**config.mk**
```make
export PLATFORM = sky130hd
export DESIGN_NAME = integer_to_ascii_radix
export DESIGN_NICKNAME = d
export VERILOG_FILES = /design/src/itoa_pkg.sv /design/src/itoa_ctrl.sv /design/src/itoa_dp.sv /design/src/integer_to_ascii_radix.sv
export VERILOG_INCLUDE_DIRS = /design/src /design/src/src
export SDC_FILE = /design/constraint.sdc
export NUM_CORES = 1
export LEC_CHECK = 0
export BUFFER_PORTS_ARGS = -buffer_cell sky130_fd_sc_hd__buf_2
export CELL_PAD_IN_SITES_DETAIL_PLACEMENT = 1
export CELL_PAD_IN_SITES_GLOBAL_PLACEMENT = 2
export CORE_MARGIN = 2
export CORE_UTILIZATION = 44
export CTS_CLUSTER_SIZE = 30
export DETAILED_ROUTE_END_ITERATION = 8
export GPL_TIMING_DRIVEN = 0
export PLACE_DENSITY = 0.91
export SYNTH_ARGS = -nofsm -noshare
export SYNTH_HDL_FRONTEND = slang
export SYNTH_SLANG_ARGS = --single-unit
```
**constraint.sdc**
```tcl
create_clock -name clk -period 9.6 [get_ports clk]
set_clock_uncertainty 0.15 [all_clocks]
set_input_delay 0.96 -clock clk [delete_from_list [all_inputs] [get_ports clk]]
set_output_delay 0.96 -clock clk [all_outputs]
set_load 0.005 [all_outputs]
```
**src/integer_to_ascii_radix_assert.svh**
```systemverilog
// Assertion macros used by the integer_to_ascii_radix controller (itoa_ctrl).
`ifndef INTEGER_TO_ASCII_RADIX_ASSERT_SVH
`define INTEGER_TO_ASCII_RADIX_ASSERT_SVH

// Same-cycle implication, checked outside reset.
`define ITOA_ASSERT_NOW(label, clk, rst_n, ante, cons) \
    label: assert property (@(posedge clk) disable iff (!rst_n) (ante) |-> (cons)) \
        else $error("itoa assertion failed");

// Next-cycle implication, checked outside reset.
`define ITOA_ASSERT_NEXT(label, clk, rst_n, ante, cons) \
    label: assert property (@(posedge clk) disable iff (!rst_n) (ante) |=> (cons)) \
        else $error("itoa assertion failed");

`endif

```
**src/itoa_pkg.sv**
```systemverilog
// Shared constants, types and digit encoding for the integer to ASCII converter.
package itoa_pkg;

    localparam int VALUE_WIDTH_DEF = 32;
    localparam int IN_VALUE_W      = 32;
    localparam int RADIX_W         = 6;
    localparam int CHAR_W          = 7;
    localparam int DIGIT_W         = 6;
    localparam int STEP_BITS       = 4;

    localparam logic [RADIX_W-1:0] RADIX_MIN = 6'd2;
    localparam logic [RADIX_W-1:0] RADIX_MAX = 6'd36;

    localparam logic [CHAR_W-1:0]  ASCII_ZERO    = 7'h30;
    localparam logic [CHAR_W-1:0]  ASCII_A_LOWER = 7'h61;
    localparam logic [CHAR_W-1:0]  ASCII_MINUS   = 7'h2D;
    localparam logic [DIGIT_W-1:0] DEC_MAX_DIGIT = 6'd9;
    localparam logic [CHAR_W-1:0]  DEC_DIGITS    = 7'd10;

    typedef struct packed {
        logic load;
        logic step;
        logic digit_end;
        logic wr_en;
        logic rd_en;
        logic emit_minus;
    } cmd_t;

    typedef struct packed {
        logic quot_zero;
        logic neg;
    } status_t;

    function automatic logic [CHAR_W-1:0] digit_char(input logic [DIGIT_W-1:0] d);
        logic [CHAR_W-1:0] ch;
        if (d > DEC_MAX_DIGIT)
        begin
            ch = ASCII_A_LOWER + CHAR_W'(d) - DEC_DIGITS;
        end
        else
        begin
            ch = ASCII_ZERO + CHAR_W'(d);
        end
        return ch;
    endfunction

endpackage

```
**src/itoa_ctrl.sv**
```systemverilog
// Controller: sequences digit division, sign output and digit readout.
`include "integer_to_ascii_radix_assert.svh"

module itoa_ctrl #(
    parameter int VALUE_WIDTH = itoa_pkg::VALUE_WIDTH_DEF
) (
    input  logic                           clk,
    input  logic                           rst_n,
    input  logic                           start,
    output logic                           busy,
    output logic                           valid,
    output logic                           last,
    output itoa_pkg::cmd_t                 cmd,
    input  itoa_pkg::status_t              status,
    output logic [$clog2(VALUE_WIDTH)-1:0] mem_addr
);

    localparam int DIV_STEPS = (VALUE_WIDTH + itoa_pkg::STEP_BITS - 1) / itoa_pkg::STEP_BITS;
    localparam int AW = $clog2(VALUE_WIDTH);
    localparam int CW = $clog2(VALUE_WIDTH + 1);
    localparam int SW = $clog2(DIV_STEPS);

    localparam logic [1:0] ST_IDLE = 2'd0;
    localparam logic [1:0] ST_DIV  = 2'd1;
    localparam logic [1:0] ST_SIGN = 2'd2;
    localparam logic [1:0] ST_EMIT = 2'd3;

    logic [1:0]    state_reg, state_next;
    logic [SW-1:0] step_reg, step_next;
    logic [CW-1:0] nd_reg, nd_next;
    logic [AW-1:0] idx_reg, idx_next;
    logic          valid_reg, valid_next;
    logic          last_reg, last_next;

    always_ff @(posedge clk or negedge rst_n)
    begin
        if (!rst_n)
        begin
            state_reg <= ST_IDLE;
            step_reg  <= '0;
            nd_reg    <= '0;
            idx_reg   <= '0;
            valid_reg <= 1'b0;
            last_reg  <= 1'b0;
        end
        else
        begin
            state_reg <= state_next;
            step_reg  <= step_next;
            nd_reg    <= nd_next;
            idx_reg   <= idx_next;
            valid_reg <= valid_next;
            last_reg  <= last_next;
        end
    end

    always_comb
    begin
        state_next = state_reg;
        step_next  = step_reg;
        nd_next    = nd_reg;
        idx_next   = idx_reg;
        valid_next = 1'b0;
        last_next  = 1'b0;
        cmd        = '0;
        mem_addr   = nd_reg[AW-1:0];
        case (state_reg)
            ST_IDLE:
            begin
                if (start)
                begin
                    cmd.load   = 1'b1;
                    nd_next    = '0;
                    step_next  = '0;
                    state_next = ST_DIV;
                end
            end
            ST_DIV:
            begin
                cmd.step = 1'b1;
                if (step_reg == SW'(DIV_STEPS - 1))
                begin
                    cmd.digit_end = 1'b1;
                    cmd.wr_en     = (nd_reg < CW'(VALUE_WIDTH));
                    step_next     = '0;
                    if (nd_reg < CW'(VALUE_WIDTH))
                    begin
                        nd_next = nd_reg + CW'(1);
                    end
                    if (status.quot_zero)
                    begin
                        idx_next   = nd_reg[AW-1:0];
                        state_next = status.neg ? ST_SIGN : ST_EMIT;
                    end
                end
                else
                begin
                    step_next = step_reg + SW'(1);
                end
            end
            ST_SIGN:
            begin
                cmd.emit_minus = 1'b1;
                valid_next     = 1'b1;
                state_next     = ST_EMIT;
            end
            ST_EMIT:
            begin
                cmd.rd_en  = 1'b1;
                mem_addr   = idx_reg;
                valid_next = 1'b1;
                last_next  = (idx_reg == '0);
                if (idx_reg == '0)
                begin
                    state_next = ST_IDLE;
                end
                else
                begin
                    idx_next = idx_reg - AW'(1);
                end
            end
            default:
            begin
                state_next = ST_IDLE;
            end
        endcase
    end

    assign busy  = (state_reg != ST_IDLE);
    assign valid = valid_reg;
    assign last  = last_reg;

    `ITOA_ASSERT_NEXT(a_accept_busy, clk, rst_n, start && !busy, busy)
    `ITOA_ASSERT_NEXT(a_last_gap, clk, rst_n, valid_reg && last_reg, !valid_reg)
    `ITOA_ASSERT_NOW(a_emit_idx, clk, rst_n, state_reg == ST_EMIT, CW'(idx_reg) < nd_reg)

endmodule

```
**src/itoa_dp.sv**
```systemverilog
// Datapath: radix clamp, sign handling, shared digit divider and digit store.
module itoa_dp #(
    parameter int VALUE_WIDTH = itoa_pkg::VALUE_WIDTH_DEF
) (
    input  logic                                clk,
    input  logic                                rst_n,
    input  logic [itoa_pkg::IN_VALUE_W-1:0]     value,
    input  logic [itoa_pkg::RADIX_W-1:0]        radix,
    input  logic                                signed_mode,
    input  itoa_pkg::cmd_t                      cmd,
    output itoa_pkg::status_t                   status,
    input  logic [$clog2(VALUE_WIDTH)-1:0]      mem_addr,
    output logic [itoa_pkg::CHAR_W-1:0]         character
);

    localparam int DIV_STEPS = (VALUE_WIDTH + itoa_pkg::STEP_BITS - 1) / itoa_pkg::STEP_BITS;
    localparam int PAD_W     = DIV_STEPS * itoa_pkg::STEP_BITS;
    localparam int RW        = itoa_pkg::RADIX_W + 1;
    localparam int DW        = itoa_pkg::DIGIT_W;

    logic [PAD_W-1:0]                 dq_reg;
    logic [DW-1:0]                    rem_reg;
    logic [itoa_pkg::RADIX_W-1:0]     radix_reg;
    logic                             neg_reg;
    logic [DW-1:0]                    rd_data_reg;
    logic                             minus_reg;
    logic [DW-1:0]                    mem [VALUE_WIDTH];

    logic [VALUE_WIDTH+itoa_pkg::IN_VALUE_W-1:0] value_ext;
    logic [VALUE_WIDTH-1:0]           value_w;
    logic                             neg_in;
    logic [VALUE_WIDTH-1:0]           mag;
    logic [itoa_pkg::RADIX_W-1:0]     radix_clamped;
    logic [RW-1:0]                    step_rem;
    logic [PAD_W-1:0]                 step_quot;

    assign value_ext = {{VALUE_WIDTH{1'b0}}, value};
    assign value_w   = value_ext[VALUE_WIDTH-1:0];
    assign neg_in    = signed_mode & value_w[VALUE_WIDTH-1];
    assign mag       = neg_in ? (~value_w + VALUE_WIDTH'(1)) : value_w;

    always_comb
    begin
        if (radix < itoa_pkg::RADIX_MIN)
        begin
            radix_clamped = itoa_pkg::RADIX_MIN;
        end
        else if (radix > itoa_pkg::RADIX_MAX)
        begin
            radix_clamped = itoa_pkg::RADIX_MAX;
        end
        else
        begin
            radix_clamped = radix;
        end
    end

    always_comb
    begin
        step_rem  = RW'(rem_reg);
        step_quot = dq_reg;
        for (int i = 0; i < itoa_pkg::STEP_BITS; i++)
        begin
            step_rem  = {step_rem[RW-2:0], step_quot[PAD_W-1]};
            step_quot = {step_quot[PAD_W-2:0], 1'b0};
            if (step_rem >= RW'(radix_reg))
            begin
                step_rem     = step_rem - RW'(radix_reg);
                step_quot[0] = 1'b1;
            end
        end
    end

    assign status.quot_zero = (step_quot == '0);
    assign status.neg       = neg_reg;

    always_ff @(posedge clk or negedge rst_n)
    begin
        if (!rst_n)
        begin
            neg_reg   <= 1'b0;
            radix_reg <= itoa_pkg::RADIX_MIN;
        end
        else if (cmd.load)
        begin
            neg_reg   <= neg_in;
            radix_reg <= radix_clamped;
        end
    end

    always_ff @(posedge clk)
    begin
        if (cmd.load)
        begin
            dq_reg  <= PAD_W'(mag);
            rem_reg <= '0;
        end
        else if (cmd.step)
        begin
            dq_reg  <= step_quot;
            rem_reg <= cmd.digit_end ? '0 : step_rem[DW-1:0];
        end
    end

    always_ff @(posedge clk)
    begin
        if (cmd.wr_en)
        begin
            mem[mem_addr] <= step_rem[DW-1:0];
        end
        if (cmd.rd_en)
        begin
            rd_data_reg <= mem[mem_addr];
        end
    end

    always_ff @(posedge clk)
    begin
        if (cmd.rd_en)
        begin
            minus_reg <= 1'b0;
        end
        else if (cmd.emit_minus)
        begin
            minus_reg <= 1'b1;
        end
    end

    assign character = minus_reg ? itoa_pkg::ASCII_MINUS : itoa_pkg::digit_char(rd_data_reg);

endmodule

```
**src/integer_to_ascii_radix.sv**
```systemverilog
// Top level: converts one number per item into ASCII digits in radix 2..36.
// Each digit comes from a full pass of the shared 4-bit-per-cycle divider over the value.
// For D digits, the first character (the minus, if any) shows once all D digits are divided.
// Characters then stream one per cycle with no stall from the receiver; busy drops as the
// last one shows, and a new start is taken only once busy is low.
// rst_n clears the controller asynchronously; the digit store needs no clearing.
module integer_to_ascii_radix #(
    parameter int VALUE_WIDTH = itoa_pkg::VALUE_WIDTH_DEF
) (
    input  logic                            clk,
    input  logic                            rst_n,
    input  logic                            start,
    output logic                            busy,
    input  logic [itoa_pkg::IN_VALUE_W-1:0] value,
    input  logic [itoa_pkg::RADIX_W-1:0]    radix,
    input  logic                            signed_mode,
    output logic                            valid,
    output logic [itoa_pkg::CHAR_W-1:0]     character,
    output logic                            last
);

    itoa_pkg::cmd_t                 cmd;
    itoa_pkg::status_t              status;
    logic [$clog2(VALUE_WIDTH)-1:0] mem_addr;

    itoa_ctrl #(
        .VALUE_WIDTH(VALUE_WIDTH)
    ) u_ctrl (
        .clk      (clk),
        .rst_n    (rst_n),
        .start    (start),
        .busy     (busy),
        .valid    (valid),
        .last     (last),
        .cmd      (cmd),
        .status   (status),
        .mem_addr (mem_addr)
    );

    itoa_dp #(
        .VALUE_WIDTH(VALUE_WIDTH)
    ) u_dp (
        .clk         (clk),
        .rst_n       (rst_n),
        .value       (value),
        .radix       (radix),
        .signed_mode (signed_mode),
        .cmd         (cmd),
        .status      (status),
        .mem_addr    (mem_addr),
        .character   (character)
    );

endmodule
```
==> run metrics, run 1 <==
status finished, final reports clean; Slew Limit Fails 0; FP Rows 62; Clk Latency, worst-skew pair 0.54 ns; cell with the largest stage delay on the worst path mux2i_2; met3 WL 1782 um; final-stage net count 1140; CTS tree built; Startpoint Class flip-flop; worst hold slack 0.2916 ns; root buf cell clkbuf_16; CP Max Fanout 22; most frequent cells in the layout 230 x edfxtp_1, 96 x nor2_1, 87 x nand2_1; Synth top area share 53.92%; DRT Wirelength 35020 um; fill cell count 2954; syn_nets 1051; Post-Synth Adder-Cell Area 4.513%; initial drt markers approximately 570; Post-synth top flop edfxtp_1; total gr overflow 0; FMAX between 100 and 150 MHz; maximum buffer depth of the clock tree 3; CP arrival 9.25 ns; Synth Area in Compound Gates under 10%; largest net degree at the start of global routing 34; Yosys cell types between 60 and 70; Final Setup Violations 0; final critical-path share of the clock period 94.09%; post-synthesis async set-or-reset flop share 9.542%; area added between synthesis and finish 14.02%; Die X 174.6 um; via count about 8700; Avg Cell Area, Syn 13.26 sq um; HP Class in2async; FF-to-FF path depth 33; Inserted Diodes 0; CP Capture Type flip-flop; placed insts about 1400; Worst Setup SP u_dp.radix_reg[1]$_DFFE_PN1P_; max FFs per register about 190; commonest non-fill, non-tap cell in the layout edfxtp_1; fin crit period 9.033 ns; Clock Sinks 262; Routability Congestion 0.8624; Worst-Margin Slew 1.294 ns; Synth warnings 0; Port Buf Inserts between 50 and 60; main area contributors after synthesis edfxtp_1 54%, mux4_2 8.4%, dfrtp_1 4.7%; first-pass iteration count of the detailed router 5; xor/xnor share of the synthesized area 3.145%; flop-to-flop setup slack 0.57 ns; main combinational cell family by area after synthesis simple AND/OR/NAND/NOR gates; Die ar. 30490 sq um; gr usage total a little under a quarter; number of enable flip-flop cells after synthesis 230; Synth Cell Area 12810 sq um; max-cap check violation count 0; WL per Instance 23.99 um; placed wire-length estimate 24340 um; initial antenna violation count 0; register bit total from synthesis 262; I/O pin count 52; Top Metal Used met4; Syn Inst Count 966; Reg-to-Reg Start u_dp.radix_reg[1]$_DFFE_PN1P_; final hold viol count 0; Worst-path clk slew 0.06 ns; core box area 28700 sq um; wire length on met1 14730 um; vias in the first global route between 9000 and 10000; initial cell density of the core 44.63%; TritonCTS Buffers 27; DRT antenna net count 0; fin cells around 1500; worst rel slew slack 13.54%; Seq/Total Area, Yosys 59.90%; mux cell area share after synthesis 10.01%; CP peak stage delay around 0.68 ns; simple-gate share of the synthesized area 10.60%; Die Y 174.6 um; critical path class reg2reg; largest area contributor in the netlist edfxtp_1; Remaining DRCs 0; share of post-route cells with drive strength above 1 17.01%; RR Endpoint u_dp.mem[9][5]$_DFFE_PP_; first-pass GRT wire length 53960 um; H-Tree Depth 1; met2 wire length between 15000 and 20000 um; via-per-instance ratio 5.964; required time worst endpoint 9.82 ns
[per-layer routing]
metal / global-route usage [%] / vias to the layer above
li1: - / 3878
met1: 30.56 / 4453
met2: 40.05 / 305
met3: 2.611 / 72
met4: 6.389 / 0
met5: 0 / -
[how the worst max path moves through the flow]
stage                                 to  slack [ns]  cells after the start
3_3_place_gp   u_dp.mem[31][0]$_DFFE_PP_       -1.29                     31
3_5_place_dp   u_dp.mem[30][1]$_DFFE_PP_       -0.23                     31
2_1_floorplan   u_dp.mem[0][0]$_DFFE_PP_        1.51                     31
5_1_grt         u_dp.mem[9][5]$_DFFE_PP_       -0.09                     33
6_report        u_dp.mem[9][5]$_DFFE_PP_        0.57                     33
4_1_cts        u_dp.mem[18][3]$_DFFE_PP_        0.10                     32
[cell families after synthesis]
logic type / count (synthesis)
compound gates: 181
xor+xnor: 46
mux: 67
simple gates: 294
flops: 262
fa+ha+maj: 44
buf+inv: 72
[layout make-up]
class | instances | area (sq um) | area share (%)
buffer | 31 | 117.6 | 0.8053
clock inverter | 15 | 127.6 | 0.8738
clock buffer | 35 | 715.7 | 4.900
tap | 384 | 480.5 | 3.290
inverter | 41 | 153.9 | 1.054
multi-input combinational | 634 | 4989 | 34.16
sequential | 262 | 7674 | 52.54
timing repair buffer | 58 | 347.8 | 2.382
[cells in the mapped netlist (7+ instances only)]
master    instances
a31oi_1          12
inv_1            41
o21ai_0          59
nand3_1          28
nand2b_1          8
dfrtp_1          24
nor2_1           98
nand2_1          87
dfxtp_1           7
a22oi_1          19
or3_1             8
nor3_1           10
xnor2_1          29
mux2i_1          10
nor4_1           13
nand4_1           9
edfxtp_1        230
mux2_2            9
mux4_2           48
a21o_1            8
clkbuf_1         30
nand3b_1          7
a21oi_1          25
ha_1             39
xor2_1           17
nor2b_1           8
[repair_timing]
action | CTS | global route
buffers inserted | 4 | 1
pin swaps | 1 | 0
hold endpoints to repair | 0 | 0
endpoints found under the setup margin | 55 | 202
resized for setup | 3 | 9
cloned | 1 | 1
hold buffers | 0 | 0
[per-stage QoR]
stage / utilization, % / cell area (sq um) / TNS [ns] / setup slack [ns]
2_1_floorplan: - / 12810 / 0 / 1.513
3_3_place_gp: 47.19 / 13550 / -124.66 / -1.291
3_5_place_dp: 47.48 / 13630 / -7.329 / -0.2271
4_1_cts: 50.62 / 14530 / 0 / 0.1021
5_1_grt: 50.88 / 14610 / -1.971 / -0.09286
6_report: 50.88 / 14610 / 0 / 0.5674
[worst max-delay path: cells and delay by family (launching register included)]
family	cells	cell delay [ns]
AO/OA/AOI/OAI	15	3.63
AND/OR/NAND/NOR	7	1.53
adder cells (fa/ha/maj)	4	1.21
buffers and inverters	6	1.03
multiplexers	1	0.68
flip-flops	1	0.65
Power of run 1 is not shown: default switching activity piles up to over one toggle a cycle in this logic, so the estimate is an artifact.
==> inputs of run 2 (changes only) <==
ABC_AREA = 1   (was unset)
CORE_UTILIZATION = 41   (was 44)
==> run metrics, run 2 <==
status finished, final reports clean; final hold viol count 0 (unchanged); Synth top area share 53.89% (about the same); main area contributors after synthesis edfxtp_1 54%, nand2_1 6.6%, a22oi_1 5.6%; FP Rows 64 (+3.2%); crit path to u_dp.mem[13][3]$_DFFE_PP_; WL per Instance 21.30 um (-11%); post-synthesis async set-or-reset flop share 9.542% (unchanged); core box area 30670 sq um (+6.9%); final-stage net count 1370 (+20%); via-per-instance ratio 5.612 (-5.9%); most frequent cells in the layout 230 x edfxtp_1, 226 x nand2_1, 102 x inv_1; Synth warnings 0 (unchanged); gr usage total 22.15% (-0.79 points); vias in the first global route 10202 (+10%); gate family responsible for the most delay along the worst path compound AO/OA/AOI/OAI gates; Reg-to-Reg Start u_dp.radix_reg[1]$_DFFE_PN1P_; final critical-path share of the clock period 88.95% (-5.1 points); Clock Sinks 262 (unchanged); TritonCTS Buffers 28 (+3.7%); initial drt markers 735 (+28%); commonest non-fill, non-tap cell in the layout edfxtp_1; I/O pin count 52 (unchanged); max-cap check violation count 0 (unchanged); largest area contributor in the netlist edfxtp_1; Crit path top cell by count nand2_1; largest net degree at the start of global routing 33 (-2.9%); Final Setup Violations 0 (unchanged); Routability Congestion 0.8326 (-3.5%); worst rel slew slack 4.394% (-9.1 points); Clk Latency, worst-skew pair 0.54 ns (about the same); CP peak stage delay 1.08 ns (+0.40 ns); Crit. path cell count 38 (+15%); FMAX 117.1 MHz (+5.8%); worst path buffer plus inverter count 5 (-1); Remaining DRCs 0 (unchanged); CP Max Fanout 32 (+45%); initial antenna violation count 0 (unchanged); Avg Cell Area, Syn 10.64 sq um (-20%); CTS tree built; H-Tree Depth 1 (unchanged); Reg area 7674 sq um (unchanged); HP Class in2async; Multi-input gate area 4559 sq um (-8.6%); syn_nets 1289 (+23%); maximum buffer depth of the clock tree 3 (unchanged); Post-synth top flop edfxtp_1; Yosys cell types 50 (-24%); number of enable flip-flop cells after synthesis 230 (unchanged); fill cell count 3365 (+14%); RR Endpoint u_dp.mem[13][3]$_DFFE_PP_; register bit total from synthesis 262 (unchanged); synth cell count leaders 230 x edfxtp_1, 226 x nand2_1, 102 x inv_1; via count 9557 (+9.7%); Worst-path clk slew 0.06 ns (about the same); cell with the largest stage delay on the worst path o21a_1; RSZ-0062 raised after global routing no; critical path class reg2reg; first-pass GRT wire length 56870 um (+5.4%); max FFs per register 192 (unchanged); total gr overflow 0 (unchanged); placed wire-length estimate 25560 um (+5.0%); Worst-Margin Slew 1.434 ns (+0.1404 ns); root buf cell clkbuf_16; required time worst endpoint 9.59 ns (-0.23 ns); area added between synthesis and finish 14.28%; FF-to-FF path depth 38 (+15%); Resize count post-CTS 0 (-3); DRT Wirelength 36280 um (+3.6%); count leader, synth edfxtp_1; setup_tns 0 ns (unchanged); Startpoint Class flip-flop; Port Buf Inserts 51 (unchanged); Syn Inst Count 1204 (+25%); Inserted Diodes 0 (unchanged); Die Y 180.8 um (+3.5%); Synth Cell Area 12820 sq um (about the same); Slew Limit Fails 0 (unchanged); share of post-route cells with drive strength above 1 11.32% (-5.7 points); Die X 180.8 um (+3.5%); fin crit period 8.539 ns (-0.4935 ns); CP arrival 8.53 ns (-0.72 ns); setup bufs post-CTS 0 (-4); initial cell density of the core 41.79% (-2.8 points); DRT antenna net count 0 (unchanged); cts hold-fix bufs 0 (unchanged); Seq/Total Area, Yosys 59.88% (about the same); Worst Setup SP u_dp.radix_reg[1]$_DFFE_PN1P_; first-pass iteration count of the detailed router 5 (unchanged); CP Capture Type flip-flop; Die ar. 32690 sq um (+7.2%); flop-to-flop setup slack 1.06 ns (+0.49 ns)
-- run 2: cell count changes after synthesis, moves of 19 or more --
cell,previous run,this run
a21oi_1,25,58
mux4_2,48,0
nand3_1,28,53
a22oi_1,19,96
inv_1,41,102
xnor2_1,29,10
nand2_1,87,226
-- run 2: logic make-up after synthesis --
logic type,after synthesis,synth area share (%)
flops,262,59.88
buf+inv,146,4.549
simple gates,466,16.26
xor+xnor,37,2.529
fa+ha+maj,43,4.432
compound gates,250,12.35
-- run 2: layout make-up --
cell class	instances	area share, %
inverters	107	2.742
plain buffers	39	1.239
repair buffers	51	1.743
well taps	396	3.383
multi-input cells	796	31.13
flip-flops and latches	262	52.39
clock buffers	36	5.476
clock inverters	16	1.896
-- run 2: through the flow --
step / utilization [%] / instance area (sq um) / hold WS (ns) / cells / worst slack, ns
finish: 47.76 / 14650 / 0.2996 / 1703 / 1.061
global route: 47.76 / 14650 / 0.3338 / 1703 / 0.5129
CTS: 47.76 / 14650 / 0.3079 / 1703 / 1.117
detailed placement: 44.24 / 13570 / 0.3244 / 1651 / 1.176
global placement: 44.24 / 13570 / 0.3060 / 1651 / 1.487
floorplan: - / 12820 / 0.2919 / 1204 / 3.013
-- run 2: worst min path at each step --
stage	startpoint	endpoint	slack [ns]	cells after the start
2_1_floorplan	u_ctrl.idx_reg[0]$_DFFE_PN0P_	u_ctrl.idx_reg[0]$_DFFE_PN0P_	0.29	2
3_3_place_gp	u_ctrl.idx_reg[1]$_DFFE_PN0P_	u_ctrl.idx_reg[1]$_DFFE_PN0P_	0.31	2
3_5_place_dp	u_ctrl.idx_reg[0]$_DFFE_PN0P_	u_ctrl.idx_reg[0]$_DFFE_PN0P_	0.32	2
4_1_cts	rst_n	u_dp.radix_reg[0]$_DFFE_PN0P_	0.31	1
5_1_grt	rst_n	u_dp.radix_reg[5]$_DFFE_PN0P_	0.33	1
6_report	rst_n	u_dp.radix_reg[5]$_DFFE_PN0P_	0.30	1
-- run 2: worst register-to-register path, delay by kind of cell (launching register included) --
kind | cells | cell delay [ns]
DFF | 1 | 0.67
and+or+nand+nor | 19 | 1.94
AOI/OAI and AO/OA | 10 | 3.11
adders and majority gates | 4 | 1.43
buffers and inverters | 5 | 0.82
-- run 2: metal layers --
layer	up-vias	share of wire [%]	track usage, %
met5	-	0	0
met4	0	3.0	7.419
met3	74	3.8	2.439
met2	236	51	39.35
met1	4784	43	28.15
li1	4463	-	-
Power of run 2 is left out for the same reason.
==> inputs of run 3 (changes only) <==
CORE_UTILIZATION = 42   (was 41)
PLACE_DENSITY = 0.93   (was 0.91)
SYNTH_HIERARCHICAL = 1   (was unset)
==> run metrics, run 3 <==
status finished, final reports clean; max-cap check violation count 0 (unchanged); critical path class reg2reg; HP Class in2async; worst rel slew slack 7.902% (+3.5 points); most frequent cells in the layout 230 x edfxtp_1, 217 x nand2_1, 108 x inv_1; Worst-Margin Slew 1.381 ns (-0.05261 ns); Clock Sinks 262 (unchanged); Avg Cell Area, Syn 10.69 sq um (+0.42%); initial antenna violation count 0 (unchanged); cell with the largest stage delay on the worst path and2_1; placed wire-length estimate 25030 um (-2.1%); Slew Limit Fails 0 (unchanged); required time worst endpoint 9.60 ns (about the same); CP arrival 8.69 ns (+0.16 ns); worst path buffer plus inverter count 5 (unchanged); H-Tree Depth 1 (unchanged); Worst-path clk slew 0.06 ns (about the same); I/O pin count 52 (unchanged); Syn Inst Count 1193 (-0.91%); final critical-path share of the clock period 90.54% (+1.6 points); Post-synth top flop edfxtp_1; gate family responsible for the most delay along the worst path simple AND/OR/NAND/NOR gates; first-pass iteration count of the detailed router 4 (-1); Die ar. 31770 sq um (-2.8%); number of enable flip-flop cells after synthesis 230 (unchanged); FF-to-FF path depth 38 (unchanged); initial cell density of the core 42.80% (+1.0 points); DRT antenna net count 0 (unchanged); root buf cell clkbuf_16; Clk Latency, worst-skew pair 0.55 ns (about the same); Synth Cell Area 12750 sq um (-0.50%); CP peak stage delay 1.06 ns (-0.02 ns); gr usage total 22.28% (+0.12 points); Routability Congestion 0.8336 (+0.12%); Synth top area share 54.16% (+0.27 points); count leader, synth edfxtp_1; cts hold-fix bufs 0 (unchanged); total gr overflow 0 (unchanged); CTS tree built; register bit total from synthesis 262 (unchanged); FP Rows 63 (-1.6%); setup_tns 0 ns (unchanged); fin crit period 8.692 ns (+0.1533 ns); Seq/Total Area, Yosys 60.17% (+0.30 points); area added between synthesis and finish 12.74%; Crit path top cell by count nand2_1; Yosys cell types 49 (-2.0%); via-per-instance ratio 5.600 (-0.21%); RR Endpoint u_dp/mem[19][1]$_DFFE_PP_; share of post-route cells with drive strength above 1 9.954% (-1.4 points); vias in the first global route 9965 (-2.3%); RSZ-0062 raised after global routing no; commonest non-fill, non-tap cell in the layout edfxtp_1; WL per Instance 20.54 um (-3.6%); Final Setup Violations 0 (unchanged); via count 9442 (-1.2%); CP Capture Type flip-flop; final-stage net count 1358 (-0.88%); syn_nets 1277 (-0.93%); first-pass GRT wire length 54840 um (-3.6%); CP Max Fanout 32 (unchanged); flop-to-flop setup slack 0.91 ns (-0.15 ns); initial drt markers 642 (-13%); synth cell count leaders 230 x edfxtp_1, 217 x nand2_1, 108 x inv_1; Remaining DRCs 0 (unchanged); main area contributors after synthesis edfxtp_1 54%, nand2_1 6.4%, a22oi_1 5.7%; max FFs per register 192 (unchanged); Inserted Diodes 0 (unchanged); Synth warnings 6 (+6); Resize count post-CTS 0 (unchanged); core box area 29800 sq um (-2.8%); FMAX 115.0 MHz (-1.8%); maximum buffer depth of the clock tree 3 (unchanged); DRT Wirelength 34640 um (-4.5%); Port Buf Inserts 51 (unchanged); Startpoint Class flip-flop; largest area contributor in the netlist edfxtp_1; TritonCTS Buffers 28 (unchanged); setup bufs post-CTS 0 (unchanged); largest net degree at the start of global routing 34 (+3.0%); post-synthesis async set-or-reset flop share 9.542% (unchanged); Die X 178.3 um (-1.4%); Reg-to-Reg Start u_dp/radix_reg[1]$_DFFE_PN1P_; final hold viol count 0 (unchanged); Die Y 178.3 um (-1.4%)
==> run 3: cells by family after synthesis <==
family | count (synthesis) | share of synthesized area (%)
adder cells (fa/ha/maj) | 42 | 4.356
AND/OR/NAND/NOR | 441 | 15.81
XOR/XNOR | 37 | 2.541
buffers and inverters | 155 | 4.680
AO/OA/AOI/OAI | 256 | 12.44
flip-flops | 262 | 60.17
==> run 3: metrics by stage <==
stage          instances  util (%)  hold WS (ns)  worst slack (ns)  instance area, sq um
2_1_floorplan       1193         -        0.2897             3.010                 12750
5_1_grt             1686     48.25        0.3341            0.2286                 14380
4_1_cts             1686     48.25        0.3159            0.9049                 14380
6_report            1686     48.25        0.3011            0.9077                 14380
3_5_place_dp        1634     45.29        0.3236            0.9640                 13500
3_3_place_gp        1634     45.29        0.3124             1.245                 13500
==> run 3: how the worst max path moves through the flow <==
stage                                  start                   endpoint  cells after the start
2_1_floorplan  u_dp/radix_reg[1]$_DFFE_PN1P_   u_dp/mem[0][4]$_DFFE_PP_                     39
3_3_place_gp   u_dp/radix_reg[1]$_DFFE_PN1P_   u_dp/mem[0][4]$_DFFE_PP_                     39
3_5_place_dp   u_dp/radix_reg[1]$_DFFE_PN1P_  u_dp/mem[20][1]$_DFFE_PP_                     38
4_1_cts        u_dp/radix_reg[1]$_DFFE_PN1P_  u_dp/mem[19][1]$_DFFE_PP_                     38
5_1_grt        u_dp/radix_reg[1]$_DFFE_PN1P_  u_dp/mem[18][2]$_DFFE_PP_                     40
6_report       u_dp/radix_reg[1]$_DFFE_PN1P_  u_dp/mem[19][1]$_DFFE_PP_                     38
==> run 3: area by class of cell <==
class	instances	area [sq um]
flip-flops and latches	262	7674
clock buffers	35	726.9
clock inverters	17	155.1
fillers	3292	15420
repair buffers	51	255.2
plain buffers	34	142.6
well taps	390	488.0
multi-input cells	776	4482
inverters	121	454.2
==> run 3: metal layers <==
layer  wire length, um  share of wire, %  track usage [%]  vias to the layer above
met5                 0                 0                0                        -
li1                  -                 -                -                     4424
met4               783               2.3            6.098                        0
met1             14710                42            28.47                     4668
met3              1944               5.6            3.303                       56
met2             17200                50            39.45                      294
Power of run 3 is left out for the same reason.
